`src/rtl/scsp_pkg.sv`:
```
// ----------------------------------------------------------------------------
// scsp_pkg
// Shared constants and types of the system-controller serial command port.
// ----------------------------------------------------------------------------
package scsp_pkg;

  localparam int DEFAULT_BUFFER_BYTES = 16;
  localparam int RESP_BYTES = 8;

  localparam logic [7:0] OFS_CTRL = 8'h04;
  localparam logic [7:0] OFS_DATA = 8'h08;
  localparam logic [7:0] OFS_STAT = 8'h0C;

  localparam logic [7:0] STATUS_BYTE    = 8'h13;
  localparam logic [7:0] SUBSTATUS_BYTE = 8'h82;

  localparam logic [7:0] CMD_RD_CLOCK = 8'h09;
  localparam logic [7:0] CMD_RD_ALARM = 8'h0A;
  localparam logic [7:0] CMD_WR_ALARM = 8'h22;

  localparam logic [2:0] RESP_LEN_SHORT = 3'd3;
  localparam logic [2:0] RESP_LEN_LONG  = 3'd7;

  localparam int CTRL_RUN_BIT    = 1;
  localparam int CTRL_REWIND_BIT = 2;
  localparam int STAT_ALWAYS_BIT = 0;
  localparam int STAT_DATA_BIT   = 2;

  typedef struct packed {
    logic [RESP_BYTES-1:0][7:0] data;
    logic [RESP_BYTES-1:0]      we;
    logic [2:0]                 len;
    logic                       alarm_we;
    logic [31:0]                alarm;
  } resp_t;

endpackage

```
`src/rtl/syscon_serial_command_port.sv`:
```
// ----------------------------------------------------------------------------
// syscon_serial_command_port
// Bus-mapped serial command port: one register access per request in,
// one result per request out.
// ----------------------------------------------------------------------------
// channel   dir  signals                        payload
// s_axis    in   s_axis_tvalid/tready/tdata/tuser  tdata: offset, write_data; tuser: mode
// m_axis    out  m_axis_tvalid/tready/tdata     tdata: read_data, response_ready
//
// One request per cycle sustained while the result is not stalled; a request
// passes through the input register, then the access logic into the result
// register, from which the result can be taken.
// rst is synchronous and clears the buffer, index, alarm and both stages.
// A stalled result holds in the result register; one more request may wait
// in the input register behind it.
// ----------------------------------------------------------------------------
module syscon_serial_command_port #(
  parameter int BUFFER_BYTES = scsp_pkg::DEFAULT_BUFFER_BYTES
) (
  input  logic        clk,
  input  logic        rst,
  input  logic        s_axis_tvalid,
  output logic        s_axis_tready,
  input  logic [39:0] s_axis_tdata,  // [7:0] offset, [39:8] write_data
  input  logic        s_axis_tuser,  // [0] mode
  output logic        m_axis_tvalid,
  input  logic        m_axis_tready,
  output logic [39:0] m_axis_tdata   // [31:0] read_data, [32] response_ready, zero pad
);

  logic        s1_valid;
  logic        s1_mode;
  logic [7:0]  s1_offset;
  logic [31:0] s1_wdata;
  logic        advance;
  logic [31:0] rd_data;
  logic        ready;
  logic [31:0] out_rd_data;
  logic        out_ready;

  assign advance       = s1_valid && (!m_axis_tvalid || m_axis_tready);
  assign s_axis_tready = !s1_valid || advance;
  assign m_axis_tdata  = {7'd0, out_ready, out_rd_data};

  scsp_regfile #(
    .BUFFER_BYTES (BUFFER_BYTES)
  ) u_regfile (
    .clk     (clk),
    .rst     (rst),
    .en      (advance),
    .mode    (s1_mode),
    .offset  (s1_offset),
    .wdata   (s1_wdata),
    .rd_data (rd_data),
    .ready   (ready)
  );

  always_ff @(posedge clk) begin
    if (rst) begin
      s1_valid <= 1'b0;
    end else if (s_axis_tready) begin
      s1_valid <= s_axis_tvalid;
    end
  end

  always_ff @(posedge clk) begin
    if (s_axis_tvalid && s_axis_tready) begin
      s1_mode   <= s_axis_tuser;
      s1_offset <= s_axis_tdata[7:0];
      s1_wdata  <= s_axis_tdata[39:8];
    end
  end

  always_ff @(posedge clk) begin
    if (rst) begin
      m_axis_tvalid <= 1'b0;
    end else if (advance) begin
      m_axis_tvalid <= 1'b1;
    end else if (m_axis_tready) begin
      m_axis_tvalid <= 1'b0;
    end
  end

  always_ff @(posedge clk) begin
    if (advance) begin
      out_rd_data <= rd_data;
      out_ready   <= ready;
    end
  end

endmodule

```
`src/rtl/scsp_resp_build.sv`:
```
// ----------------------------------------------------------------------------
// scsp_resp_build
// Builds the response packet bytes, checksum and alarm update for a command.
// ----------------------------------------------------------------------------
module scsp_resp_build (
  input  logic [7:0]      cmd,
  input  logic [31:0]     cmd_args,
  input  logic [31:0]     alarm,
  output scsp_pkg::resp_t resp
);

  logic        is_long;
  logic [31:0] payload;
  logic [7:0]  sum;

  always_comb begin
    is_long = (cmd == scsp_pkg::CMD_RD_CLOCK) || (cmd == scsp_pkg::CMD_RD_ALARM);
    payload = (cmd == scsp_pkg::CMD_RD_ALARM) ? alarm : 32'd0;

    resp.len      = is_long ? scsp_pkg::RESP_LEN_LONG : scsp_pkg::RESP_LEN_SHORT;
    resp.alarm_we = (cmd == scsp_pkg::CMD_WR_ALARM);
    resp.alarm    = cmd_args;

    sum = scsp_pkg::STATUS_BYTE + {5'd0, resp.len} + scsp_pkg::SUBSTATUS_BYTE;
    if (is_long) begin
      sum = sum + payload[7:0] + payload[15:8] + payload[23:16] + payload[31:24];
    end

    resp.data[0] = scsp_pkg::STATUS_BYTE;
    resp.data[1] = {5'd0, resp.len};
    resp.data[2] = scsp_pkg::SUBSTATUS_BYTE;
    if (is_long) begin
      resp.data[3] = payload[7:0];
      resp.data[4] = payload[15:8];
      resp.data[5] = payload[23:16];
      resp.data[6] = payload[31:24];
      resp.data[7] = ~sum;
      resp.we      = '1;
    end else begin
      resp.data[3] = ~sum;
      resp.data[4] = 8'd0;
      resp.data[5] = 8'd0;
      resp.data[6] = 8'd0;
      resp.data[7] = 8'd0;
      resp.we      = 8'b0000_1111;
    end
  end

endmodule

```
`src/rtl/scsp_regfile.sv`:
```
// ----------------------------------------------------------------------------
// scsp_regfile
// Port state and register access: packet buffer, byte index, alarm, status.
// ----------------------------------------------------------------------------
module scsp_regfile #(
  parameter int BUFFER_BYTES = scsp_pkg::DEFAULT_BUFFER_BYTES
) (
  input  logic        clk,
  input  logic        rst,
  input  logic        en,
  input  logic        mode,
  input  logic [7:0]  offset,
  input  logic [31:0] wdata,
  output logic [31:0] rd_data,
  output logic        ready
);

  localparam int ROWS      = (BUFFER_BYTES + 1) / 2;
  localparam int IW        = $clog2(BUFFER_BYTES + 1);
  localparam int RW        = $clog2(ROWS);
  localparam int RESP_ROWS = scsp_pkg::RESP_BYTES / 2;

  logic [ROWS-1:0][15:0] rows;
  logic [ROWS-1:0][15:0] rows_next;
  logic [IW-1:0]         idx;
  logic [IW-1:0]         idx_next;
  logic [2:0]            resp_len;
  logic [2:0]            resp_len_next;
  logic                  exhausted;
  logic                  exhausted_next;
  logic [31:0]           alarm;
  logic [31:0]           alarm_next;

  scsp_pkg::resp_t resp;

  logic          ctrl_wr;
  logic          run;
  logic          data_wr;
  logic          data_rd;
  logic          stat_rd;
  logic          in_range;
  logic          wr_ok;
  logic [RW-1:0] row_sel;
  logic [15:0]   rd_row;
  logic [IW:0]   idx_sum;
  logic [IW-1:0] idx_adv;

  scsp_resp_build u_resp_build (
    .cmd      (rows[0][15:8]),
    .cmd_args ({rows[2][7:0], rows[2][15:8], rows[1][7:0], rows[1][15:8]}),
    .alarm    (alarm),
    .resp     (resp)
  );

  always_comb begin
    ctrl_wr  = en && mode && (offset == scsp_pkg::OFS_CTRL);
    run      = ctrl_wr && wdata[scsp_pkg::CTRL_RUN_BIT];
    data_wr  = en && mode && (offset == scsp_pkg::OFS_DATA);
    data_rd  = en && !mode && (offset == scsp_pkg::OFS_DATA);
    stat_rd  = en && !mode && (offset == scsp_pkg::OFS_STAT);
    in_range = idx < IW'(BUFFER_BYTES);
    wr_ok    = ((IW+1)'(idx) + (IW+1)'(1)) < (IW+1)'(BUFFER_BYTES);
    row_sel  = idx[RW:1];
    rd_row   = in_range ? rows[row_sel] : 16'd0;
    idx_sum  = (IW+1)'(idx) + (IW+1)'(2);
    idx_adv  = (idx_sum > (IW+1)'(BUFFER_BYTES)) ? IW'(BUFFER_BYTES) : idx_sum[IW-1:0];
  end

  always_comb begin
    rows_next      = rows;
    idx_next       = idx;
    resp_len_next  = resp_len;
    exhausted_next = exhausted;
    alarm_next     = alarm;
    if (ctrl_wr && wdata[scsp_pkg::CTRL_REWIND_BIT]) begin
      idx_next = '0;
    end
    if (run) begin
      for (int r = 0; r < RESP_ROWS; r++) begin
        if (resp.we[2*r]) begin
          rows_next[r][15:8] = resp.data[2*r];
        end
        if (resp.we[2*r+1]) begin
          rows_next[r][7:0] = resp.data[2*r+1];
        end
      end
      if (resp.alarm_we) begin
        alarm_next = resp.alarm;
      end
      idx_next       = '0;
      resp_len_next  = resp.len;
      exhausted_next = 1'b0;
    end
    if (data_wr) begin
      if (wr_ok) begin
        rows_next[row_sel] = wdata[15:0];
      end
      idx_next = idx_adv;
    end
    if (data_rd) begin
      if (idx_adv > IW'(resp_len)) begin
        idx_next       = '0;
        exhausted_next = 1'b1;
      end else begin
        idx_next = idx_adv;
      end
    end
  end

  always_comb begin
    rd_data = 32'd0;
    if (data_rd) begin
      rd_data = {16'd0, rd_row};
    end else if (stat_rd) begin
      rd_data[scsp_pkg::STAT_ALWAYS_BIT] = 1'b1;
      rd_data[scsp_pkg::STAT_DATA_BIT]   = !exhausted;
    end
    ready = run;
  end

  always_ff @(posedge clk) begin
    if (rst) begin
      rows      <= '0;
      idx       <= '0;
      resp_len  <= '0;
      exhausted <= 1'b1;
      alarm     <= '0;
    end else begin
      rows      <= rows_next;
      idx       <= idx_next;
      resp_len  <= resp_len_next;
      exhausted <= exhausted_next;
      alarm     <= alarm_next;
    end
  end

endmodule

```
`config.mk`:
```
export PLATFORM = sky130hd
export DESIGN_NAME = syscon_serial_command_port
export DESIGN_NICKNAME = d
export VERILOG_FILES = /design/src/rtl/scsp_pkg.sv /design/src/rtl/syscon_serial_command_port.sv /design/src/rtl/scsp_resp_build.sv /design/src/rtl/scsp_regfile.sv
export SDC_FILE = /design/constraint.sdc
export NUM_CORES = 1
export LEC_CHECK = 0
export BUFFER_PORTS_ARGS = -buffer_cell sky130_fd_sc_hd__buf_2
export CAP_MARGIN = 20
export CORE_UTILIZATION = 50
export DETAILED_ROUTE_END_ITERATION = 6
export PLACE_DENSITY = 0.69
export SLEW_MARGIN = 20
export SYNTH_ARGS = -nofsm -noshare
export SYNTH_HDL_FRONTEND = slang
export SYNTH_SLANG_ARGS = --single-unit
```
`constraint.sdc`:
```
create_clock -name clk -period 5.1 [get_ports clk]
set_clock_uncertainty 0.15 [all_clocks]
set_input_delay 1.53 -clock clk [delete_from_list [all_inputs] [get_ports clk]]
set_output_delay 1.53 -clock clk [all_outputs]
set_load 0.02 [all_outputs]
```
==> metrics.md, run 1 <==
| Metric | Value |
|---|---|
| Die Area | `21100 um^2` |
| Initial DRC Count | `963` |
| Seq cells post-synth | `212` |
| Outcome | `finished, violations left` |
| Met2 routed WL | `12.4 mm` |
| DIE WIDTH | `145 um` |
| Sw power | `0.771 mW` |
| Share of cells above drive strength 1 | `0.134` |
| Least-Margin Pin Slew | `1.05 ns` |
| Number of CTS-inserted buffers | `23` |
| Post-synth EDFFs | `42` |
| DR DRC count | `1` |
| Gr usage total | `0.266` |
| P_int | `2.67 mW` |
| Vias per inst | `5.88` |
| Slew headroom | `0.303` |
| Clock Latency Late Sink | `0.52 ns` |
| CP max FO | `9` |
| Initial antenna violation count | `0` |
| VDD IR max | `0.000334 V` |
| Synth unique cells | `57` |
| Synth Flop Type | `dfxtp_1` |
| Fin nets | `1217` |
| Arrival @ worst endpoint | `4.67 ns` |
| FMAX | `0.225 GHz` |
| DRT met1 WL | `12.2 mm` |
| Failing checks | `DRC` |
| Post-CTS Setup Inserts | `0` |
| Synth Instances | `1159` |
| CTS sink cnt | `212` |
| Syn avg cell area | `8.84 um^2` |
| Initial Util | `0.508` |
| Clk network pwr share | `0.466` |
| Hold_sp | `u_regfile.alarm[4]` |
| Max Cap Viol | `0` |
| Post-route setup TNS | `0 ns` |
| First-pass GRT wire length | `44.2 mm` |
| Gr ovfl total | `0` |
| Highest Signal Layer | `met4` |
| Reg2reg end | `u_regfile.rows[54]` |
| Switching Share | `0.224` |
| Row cnt | `52` |
| Reg2reg path depth | `16` |
| Fin crit period | `4.44 ns` |
| WP data required | `5.33 ns` |
| Final ANT Viol Nets | `0` |
| CTS Buffer Depth | `3` |
| H-tree Lvls | `1` |
| Crit Path Category | `reg -> reg` |
| DRT Pass-1 Iters | `7` |
| Worst setup EP type | `register` |
| Die Height | `145 um` |
| Core area | `20200 um^2` |
| Vias in the first global route | `7798` |
| Final Setup Violations | `0` |
| Diodes inserted | `0` |
| I/O pin cnt | `87` |
| RSZ-0062 raised after global routing | `no` |
| Via count | `8400` |
| Worst flop-to-flop path startpoint | `u_regfile.rows[9]` |
| Power density cells | `308 nW/um^2` |
| Final hold viol count | `0` |
| WL/cell | `19.8 um` |
| Fin. max-slew vios | `0` |
| Startpoint Class | `register` |
| Setup slack, reg-to-reg | `0.66 ns` |
| CTS clk-pin slew, worst paths | `0.06 ns` |
| Total power draw | `3.44 mW` |
| Ys async rst share | `0` |
| Number of hold buffers added after cts | `0` |
| Port buffer count | `47` |
| Min-delay worst type | `reg -> reg` |
| Post-CTS sizing | `0` |
| Final WL | `28.3 mm` |
| Comb power frac | `0.024` |
| Hpwl dp | `18.5 mm` |
| Post-Syn Area | `10200 um^2` |
| Largest net degree at the start of global routing | `114` |
| Post-synthesis sequential area ratio | `0.455` |
| Area Overhead vs Synth | `8.78%` |
| Hold Crit Depth | `2` |
| Tcrit/Tclk final | `0.871` |
| Leakage power | `3.92 nW` |
| DR WL met3 | `2.69 mm` |
| Root Driver | `clkbuf_16` |
| CTS tree | `built` |
| Synth Warn # | `0` |
| Final Wtd Congestion | `0.830` |
| Hold worst-path end | `u_regfile.alarm[4]` |
| Flop pwr share | `0.510` |
-- flip-flops by register name, summed over array words and instances, names as in the netlist, 2 cells and up --
register            cells
s1_offset               8
s1_wdata               16
u_regfile.idx           5
out_rd_data            16
u_regfile.rows        128
u_regfile.resp_len      2
u_regfile.alarm        32
-- how the worst max path moves through the flow --
| stage | startpoint | endpoint | cells past startpoint |
|---|---|---|---|
| floorplan | u_regfile.rows[8] | u_regfile.rows[54] | 15 |
| global placement | u_regfile.rows[10] | u_regfile.rows[54] | 16 |
| detailed placement | u_regfile.rows[14] | u_regfile.rows[54] | 16 |
| CTS | u_regfile.rows[10] | u_regfile.rows[54] | 16 |
| global route | u_regfile.rows[9] | u_regfile.rows[55] | 14 |
| finish | u_regfile.rows[9] | u_regfile.rows[54] | 16 |
-- routing by layer --
metal	vias to the layer above	track usage
li1	3924	-
met5	-	0
met4	0	0.103
met1	4028	0.376
met2	380	0.400
met3	68	0.0538
-- power by group through the flow --
stage          logic [mW]  registers [mW]  clock network, mW
6_report           0.0819            1.76               1.60
5_1_grt            0.0874            1.76               1.68
4_1_cts            0.0819            1.75               1.61
3_5_place_dp       0.0818            1.79                  0
3_3_place_gp       0.0813            1.79                  0
2_1_floorplan      0.0801            1.77                  0
-- synth_stat cells (all sizes together) (8+ instances only) --
master,count,area share
edfxtp,42,0.12
a211oi,33,0.032
inv,25,0.0092
nor3,19,0.0093
a221oi,11,0.0094
fa,15,0.029
nor2,74,0.027
a22oi,35,0.026
a21oi,140,0.068
mux2,14,0.015
o21ai,14,0.0068
buf,64,0.039
dfxtp,170,0.33
nand2,246,0.090
nor2b,9,0.0055
mux4,10,0.022
nand3,30,0.016
clkbuf,65,0.024
and3,30,0.018
mux2i,18,0.018
and2,8,0.0049
ha,15,0.018
-- cell families after synthesis --
group,share of synthesized area
flops,0.455
mux,0.0549
xor+xnor,0.00855
fa+ha+maj,0.0476
simple gates,0.198
compound gates,0.163
buf+inv,0.0721
other cells,0.000366
-- metrics by stage --
step	instance area (um^2)	setup slack, ns	instances	hold slack, ns	utilization
floorplan	10300	0.906	1181	0.277	-
detailed placement	10400	0.710	1387	0.289	0.517
global placement	10400	0.755	1387	0.285	0.517
CTS	11100	0.695	1429	0.298	0.553
finish	11100	0.657	1429	0.296	0.553
global route	11100	0.343	1429	0.312	0.553
-- area by class of cell --
cell class	instances	area (um^2)
Clock buffer	29	628
Clock inverter	13	96.3
Fill cell	1864	9020
Inverter	25	93.8
Multi-Input combinational cell	815	4940
Sequential cell	212	4670
Tap cell	270	338
Timing Repair Buffer	65	385
-- cell usage in the layout, fill, tap and decap left out, types with 9 or more instances in the layout --
cell       count
nor3_1        19
mux4_2        10
clkbuf_16     23
a22oi_1       35
nor2b_1        9
conb_1        23
edfxtp_1      42
nor2_1        72
fa_1          15
a221oi_1      11
buf_4         18
ha_1          15
and3_1        30
nand2_1      246
buf_2         46
dfxtp_1      167
o21ai_0       14
inv_1         25
a21oi_1      140
a211oi_2      16
nand3_1       29
mux2_2        14
mux2i_1       18
a211oi_1      17
-- critical path, cell delays in order, from the launching register on --
cell and delay [ns]:
dfxtp_1 0.41, nor4b_2 0.54, and2_1 0.47, nand2_1 0.18, fa_1 0.47, fa_1 0.36, inv_1 0.08, fa_1 0.41
ha_1 0.24, inv_1 0.08, fa_1 0.21, nor2b_1 0.05, o21ai_0 0.17, nand2b_1 0.10, xnor2_1 0.14, o211ai_1 0.16
a21oi_1 0.08
Note: power is estimated with default switching activity, not from simulation.
==> run 2: changes to the inputs <==
--- a/config.mk
+++ b/config.mk
@@ -5,10 +5,12 @@
 export SDC_FILE = /design/constraint.sdc
 export NUM_CORES = 1
 export LEC_CHECK = 0
+export ABC_AREA = 1
 export BUFFER_PORTS_ARGS = -buffer_cell sky130_fd_sc_hd__buf_2
 export CAP_MARGIN = 20
 export CORE_UTILIZATION = 50
 export DETAILED_ROUTE_END_ITERATION = 6
+export MAX_ROUTING_LAYER = met4
 export PLACE_DENSITY = 0.69
 export SLEW_MARGIN = 20
 export SYNTH_ARGS = -nofsm -noshare
==> run 2 against run 1 <==
Worst hold slack got worse by 0.0025 ns. Critical path depth is the same. The flow now finishes without violations. Highest routed layer unchanged. Fmax increased by 4.7%. Core utilization grew 1.1 points. Critical path type unchanged. Total power is 4.3% higher. Sequential share of layout area is 0.48 points higher. Combinational power increased by 14%.
==> metrics.md, run 2 <==
| Metric | Value |
|---|---|
| Area Overhead vs Synth | `10.6%` |
| Reg2reg path depth | `16` |
| Final Setup Violations | `0` |
| Slew headroom | `0.389` |
| Post-route setup TNS | `0 ns` |
| Post-CTS Setup Inserts | `0` |
| Largest net degree at the start of global routing | `102` |
| Ys async rst share | `0` |
| Crit Path Category | `reg -> reg` |
| Share of cells above drive strength 1 | `0.0942` |
| Fin. max-slew vios | `0` |
| Initial DRC Count | `952` |
| First-pass GRT wire length | `43.1 mm` |
| Via count | `8508` |
| Core area | `19500 um^2` |
| Most common cell in the netlist | `inv_1` |
| Post-synth top area cell | `dfxtp_1` |
| Die Area | `20500 um^2` |
| Synth Flop Type | `dfxtp_1` |
| Hold Worst Slack | `0.294 ns` |
| Hpwl dp | `18.5 mm` |
| Post-synth EDFFs | `42` |
| Top area cells in the synthesized netlist | `dfxtp_1 34%, edfxtp_1 13%, o21ai_0 8.5%` |
| Fin crit period | `4.24 ns` |
| # fillers | `1857` |
| CTS Buffer Depth | `3` |
| FF+latch area | `4660 um^2` |
| Startpoint Class | `register` |
| Post-synthesis sequential area ratio | `0.468` |
| Worst setup EP type | `register` |
| Hold worst-path end | `u_regfile.rows[64]` |
| Seq cells post-synth | `212` |
| Row cnt | `51` |
| Fin nets | `1333` |
| Post-Syn Area | `9960 um^2` |
| CTS clk-pin slew, worst paths | `0.06 ns` |
| Port buffer count | `47` |
| Top cells by count, synth | `198 x inv_1, 170 x dfxtp_1, 170 x o21ai_0` |
| Die Height | `143 um` |
| CP max FO | `13` |
| Max Cap Viol | `0` |
| WP data required | `5.39 ns` |
| Final WL | `27.4 mm` |
| Arrival @ worst endpoint | `4.53 ns` |
| Setup slack, reg-to-reg | `0.86 ns` |
| Initial antenna violation count | `0` |
| Final ANT Viol Nets | `0` |
| Number of CTS-inserted buffers | `23` |
| Hold Crit Depth | `2` |
| Multi-input logic area | `4140 um^2` |
| Post-CTS sizing | `0` |
| CTS sink cnt | `212` |
| Reg2reg end | `u_regfile.rows[54]` |
| Synth Warn # | `0` |
| VDD IR max | `0.000285 V` |
| Final hold viol count | `0` |
| Syn avg cell area | `8.02 um^2` |
| Least-Margin Pin Slew | `0.917 ns` |
| DIE WIDTH | `143 um` |
| Hold_sp | `u_regfile.rows[64]` |
| CTS tree | `built` |
| Commonest non-fill, non-tap cell in the layout | `inv_1` |
| Number of hold buffers added after cts | `0` |
| Root Driver | `clkbuf_16` |
| Gr ovfl total | `0` |
| Total power draw | `3.59 mW` |
| WL/cell | `17.8 um` |
| Largest register FFs | `128` |
| Synth Instances | `1242` |
| DRT Pass-1 Iters | `6` |
| CP startpoint | `u_regfile.rows[14]` |
| Vias per inst | `5.53` |
| RSZ-0062 raised after global routing | `no` |
| Top-area cell type share of the netlist area | `0.342` |
| Most frequent cells in the layout | `198 x inv_1, 170 x o21ai_0, 170 x dfxtp_1` |
| Biggest register | `u_regfile.rows` |
| Leakage power | `4.33 nW` |
| Initial Util | `0.510` |
| Final Wtd Congestion | `0.918` |
| Min-delay worst type | `reg -> reg` |
| Outcome | `finished, final reports clean` |
| Top flop regs | `u_regfile.rows: 128 flops, u_regfile.alarm: 32 flops` |
| Synth unique cells | `49` |
| Worst flop-to-flop path startpoint | `u_regfile.rows[14]` |
| I/O pin cnt | `87` |
| DR DRC count | `0` |
| Diodes inserted | `0` |
| H-tree Lvls | `1` |
| Vias in the first global route | `7800` |
| FMAX | `0.236 GHz` |
| Gr usage total | `0.286` |
| Tcrit/Tclk final | `0.832` |
| Clock Latency Late Sink | `0.51 ns` |
| Power density cells | `326 nW/um^2` |
run 2: cell count changes after synthesis, sizes merged, moves of 11 or more:
cell	before	now
inv	25	202
o21ai	14	178
nand2	246	156
o22ai	3	52
a22oi	35	2
a211oi	33	1
clkbuf	65	34
and3	30	0
a31oi	4	25
mux2i	18	0
mux2	14	0
a21oi	140	127
o41ai	1	12
run 2: cell type report:
type / instances / area share
Clock inverter: 7 / 0.0100
Tap cell: 265 / 0.0301
Multi-Input combinational cell: 757 / 0.376
Clock buffer: 34 / 0.0608
Sequential cell: 212 / 0.424
Timing Repair Buffer: 58 / 0.0289
Inverter: 206 / 0.0704
run 2: cells by family after synthesis:
| group | Yosys count | synth area share |
|---|---|---|
| AO/OA/AOI/OAI | 411 | 0.228 |
| buffers and inverters | 295 | 0.126 |
| AND/OR/NAND/NOR | 289 | 0.125 |
| flip-flops | 212 | 0.468 |
| adder cells (fa/ha/maj) | 30 | 0.0490 |
| XOR/XNOR | 4 | 0.00352 |
| other | 1 | 0.000376 |
run 2: critical path, cell delays in order, from the launching register on:
cell and delay (ns):
dfxtp_1 0.33, nor2_1 0.22, nand2_1 0.11, nor2_2 0.22, buf_4 0.24, nand2_1 0.07
inv_1 0.09, fa_1 0.45, fa_1 0.49, fa_1 0.52, ha_1 0.20, inv_1 0.07
fa_1 0.40, o21ai_0 0.22, xnor2_1 0.15, nand2_1 0.08, a31oi_1 0.16
run 2: how the worst max path moves through the flow:
stage                    endpoint  slack, ns
2_1_floorplan  u_regfile.rows[54]       1.08
3_3_place_gp   u_regfile.rows[54]       0.99
3_5_place_dp   u_regfile.rows[54]       0.91
4_1_cts        u_regfile.rows[54]       0.89
5_1_grt        u_regfile.rows[54]       0.60
6_report       u_regfile.rows[54]       0.86
run 2: stage by stage:
stage,cells,utilization,setup WS (ns),area (um^2)
floorplan,1264,-,1.08,10000
global placement,1498,0.524,0.986,10200
detailed placement,1498,0.524,0.911,10200
CTS,1539,0.564,0.889,11000
global route,1539,0.564,0.603,11000
finish,1539,0.564,0.857,11000
run 2: metal layers:
metal  up-vias  wire [um]  global-route usage
met3        49       2870              0.0563
li1       4133          -                   -
met2       381      11900               0.419
met5         -          0                   -
met4         0        733              0.0922
met1      3945      11900               0.394
run 2: power by group:
group	internal (mW)	switching, mW
clock	1.06	0.677
combinational	0.0251	0.0684
sequential	1.73	0.0298
==> run 3: changes to the inputs <==
--- a/config.mk
+++ b/config.mk
@@ -5,13 +5,13 @@
 export SDC_FILE = /design/constraint.sdc
 export NUM_CORES = 1
 export LEC_CHECK = 0
-export ABC_AREA = 1
+export ABC_AREA = 0
 export BUFFER_PORTS_ARGS = -buffer_cell sky130_fd_sc_hd__buf_2
 export CAP_MARGIN = 20
 export CORE_UTILIZATION = 50
 export DETAILED_ROUTE_END_ITERATION = 6
 export MAX_ROUTING_LAYER = met4
-export PLACE_DENSITY = 0.69
+export PLACE_DENSITY = 0.71
 export SLEW_MARGIN = 20
 export SYNTH_ARGS = -nofsm -noshare
 export SYNTH_HDL_FRONTEND = slang
==> constraint.sdc (replaced) <==
create_clock -name clk -period 3.5 [get_ports clk]
set_clock_uncertainty 0.15 [all_clocks]
set_input_delay 1.05 -clock clk [delete_from_list [all_inputs] [get_ports clk]]
set_output_delay 1.05 -clock clk [all_outputs]
set_load 0.02 [all_outputs]
==> run 3 against run 2 <==
The run now ends with setup timing left. Sequential cell count is the same. Worst hold slack gained 0.0038 ns. Setup slack lost 1.2 ns.
==> metrics.md, run 3 (synthesis results as in run 1) <==
| Metric | Value |
|---|---|
| WL/cell | `20.1 um` |
| Initial DRC Count | `1075` |
| DIE WIDTH | `145 um` |
| I/O pin cnt | `87` |
| FMAX | `0.258 GHz` |
| Tcrit/Tclk final | `1.11` |
| CTS sink cnt | `212` |
| Startpoint Class | `register` |
| Max Cap Viol | `0` |
| Final WL | `29.8 mm` |
| Largest register FFs | `128` |
| Slew headroom | `0.483` |
| Via count | `8697` |
| Gr ovfl total | `0` |
| CTS Buffer Depth | `3` |
| Min-delay worst type | `reg -> reg` |
| GR peak layer | `met2` |
| Arrival @ worst endpoint | `4.09 ns` |
| Core area | `20200 um^2` |
| Initial Util | `0.508` |
| Worst slack at placement | `-0.412 ns` |
| Final Util | `0.587` |
| Flop pwr share | `0.508` |
| Total power draw | `5.04 mW` |
| Sw power | `1.12 mW` |
| Final worst slack | `-0.369 ns` |
| Clock Latency Late Sink | `0.53 ns` |
| DRT Pass-1 Iters | `6` |
| Area Overhead vs Synth | `15.4%` |
| Largest net degree at the start of global routing | `80` |
| Switching Share | `0.223` |
| Gr usage total | `0.287` |
| CTS tree | `built` |
| Worst setup EP type | `register` |
| First-pass GRT wire length | `45.8 mm` |
| Vias per inst | `5.86` |
| Most frequent cells in the layout | `245 x nand2_1, 162 x dfxtp_1, 140 x a21oi_1` |
| Met3 Usage GRT | `0.0428` |
| Diodes inserted | `0` |
| Power density cells | `426 nW/um^2` |
| Failing checks | `setup timing` |
| Row cnt | `52` |
| Root Driver | `clkbuf_16` |
| DR DRC count | `0` |
| Met2 Use GR | `0.451` |
| Initial antenna violation count | `0` |
| Fin crit period | `3.87 ns` |
| Clk network pwr share | `0.467` |
| # fillers | `1781` |
| Die Height | `145 um` |
| Port buffer count | `47` |
| Leakage power | `4.21 nW` |
| CTS clk-pin slew, worst paths | `0.07 ns` |
| Top flop regs | `u_regfile.rows: 128 flops, u_regfile.alarm: 32 flops` |
| P_int | `3.92 mW` |
| Number of hold buffers added after cts | `0` |
| Comb power frac | `0.025` |
| Crit Path Category | `reg -> reg` |
| VDD IR max | `0.000456 V` |
| Least-Margin Pin Slew | `0.774 ns` |
| WP data required | `3.73 ns` |
| Met1 usage | `0.371` |
| Outcome | `finished, violations left` |
| Post-route setup TNS | `-1.47 ns` |
| Hpwl dp | `19.7 mm` |
| Die Area | `21100 um^2` |
| Fin nets | `1273` |
| Final hold viol count | `0` |
| CP max FO | `6` |
| Final Setup Violations | `5` |
| Fin. max-slew vios | `0` |
| Vias in the first global route | `8169` |
| Final ANT Viol Nets | `0` |
| Biggest register | `u_regfile.rows` |
| Share of cells above drive strength 1 | `0.197` |
| Commonest non-fill, non-tap cell in the layout | `nand2_1` |
| Final Wtd Congestion | `0.875` |
| RSZ-0062 raised after global routing | `yes` |
| H-tree Lvls | `1` |
| Number of CTS-inserted buffers | `23` |
## run 3: final cells by class
| class | instances | area (um^2) | area share |
|---|---|---|---|
| sequential | 212 | 4670 | 0.395 |
| timing repair buffer | 121 | 900 | 0.0760 |
| clock buffer | 34 | 658 | 0.0556 |
| multi-input combinational | 815 | 5110 | 0.432 |
| clock inverter | 6 | 60.1 | 0.00508 |
| tap | 270 | 338 | 0.0286 |
| inverter | 25 | 93.8 | 0.00793 |
## run 3: timing repair
| item | CTS | global route |
|---|---|---|
| resized for setup | 24 | 9 |
| endpoints found under the hold margin | 0 | 0 |
| setup endpoints to repair | 5 | 5 |
| pin swaps | 16 | 7 |
| buffers inserted | 5 | 1 |
| cloned | 1 | 0 |
## run 3: worst paths after layout
kind,from,end,slack [ns],cells after the start
worst min-delay path,u_regfile.rows[69],u_regfile.rows[69],0.30,2
worst min register to register,u_regfile.rows[69],u_regfile.rows[69],0.30,2
worst max register to register,u_regfile.rows[13],u_regfile.rows[55],-0.37,14
worst max-delay path,u_regfile.rows[13],u_regfile.rows[55],-0.37,14
## run 3: power by group through the flow
| stage | combinational [mW] | sequential, mW | clock (mW) |
|---|---|---|---|
| floorplan | 0.117 | 2.58 | 0 |
| global route | 0.134 | 2.56 | 2.47 |
| CTS | 0.124 | 2.56 | 2.38 |
| finish | 0.125 | 2.56 | 2.36 |
| global placement | 0.122 | 2.61 | 0 |
| detailed placement | 0.123 | 2.61 | 0 |
## run 3: stage by stage
step	area [um^2]	hold slack [ns]	cells
after floorplan	10400	0.277	1181
after global placement	10900	0.283	1436
after detailed placement	10900	0.288	1436
after CTS	11800	0.296	1482
after global routing	11800	0.317	1483
final	11800	0.298	1483
## run 3: worst max-delay path, stage by stage (launching register included)
cell	delay [ns]
dfxtp_2	0.33
nor4b_4	0.31
buf_6	0.17
and3_4	0.18
fa_1	0.43
fa_1	0.51
fa_1	0.45
ha_4	0.19
buf_4	0.13
a211oi_2	0.19
nor2_1	0.09
o21a_1	0.19
nor2_2	0.15
xnor2_1	0.14
a211oi_1	0.09
## run 3: metal layers
metal	wire, um	share of wire	up-vias
met4	1270	0.043	0
met1	12300	0.41	4173
met2	13800	0.47	409
li1	-	-	4036
met5	0	0	-
met3	2340	0.078	79
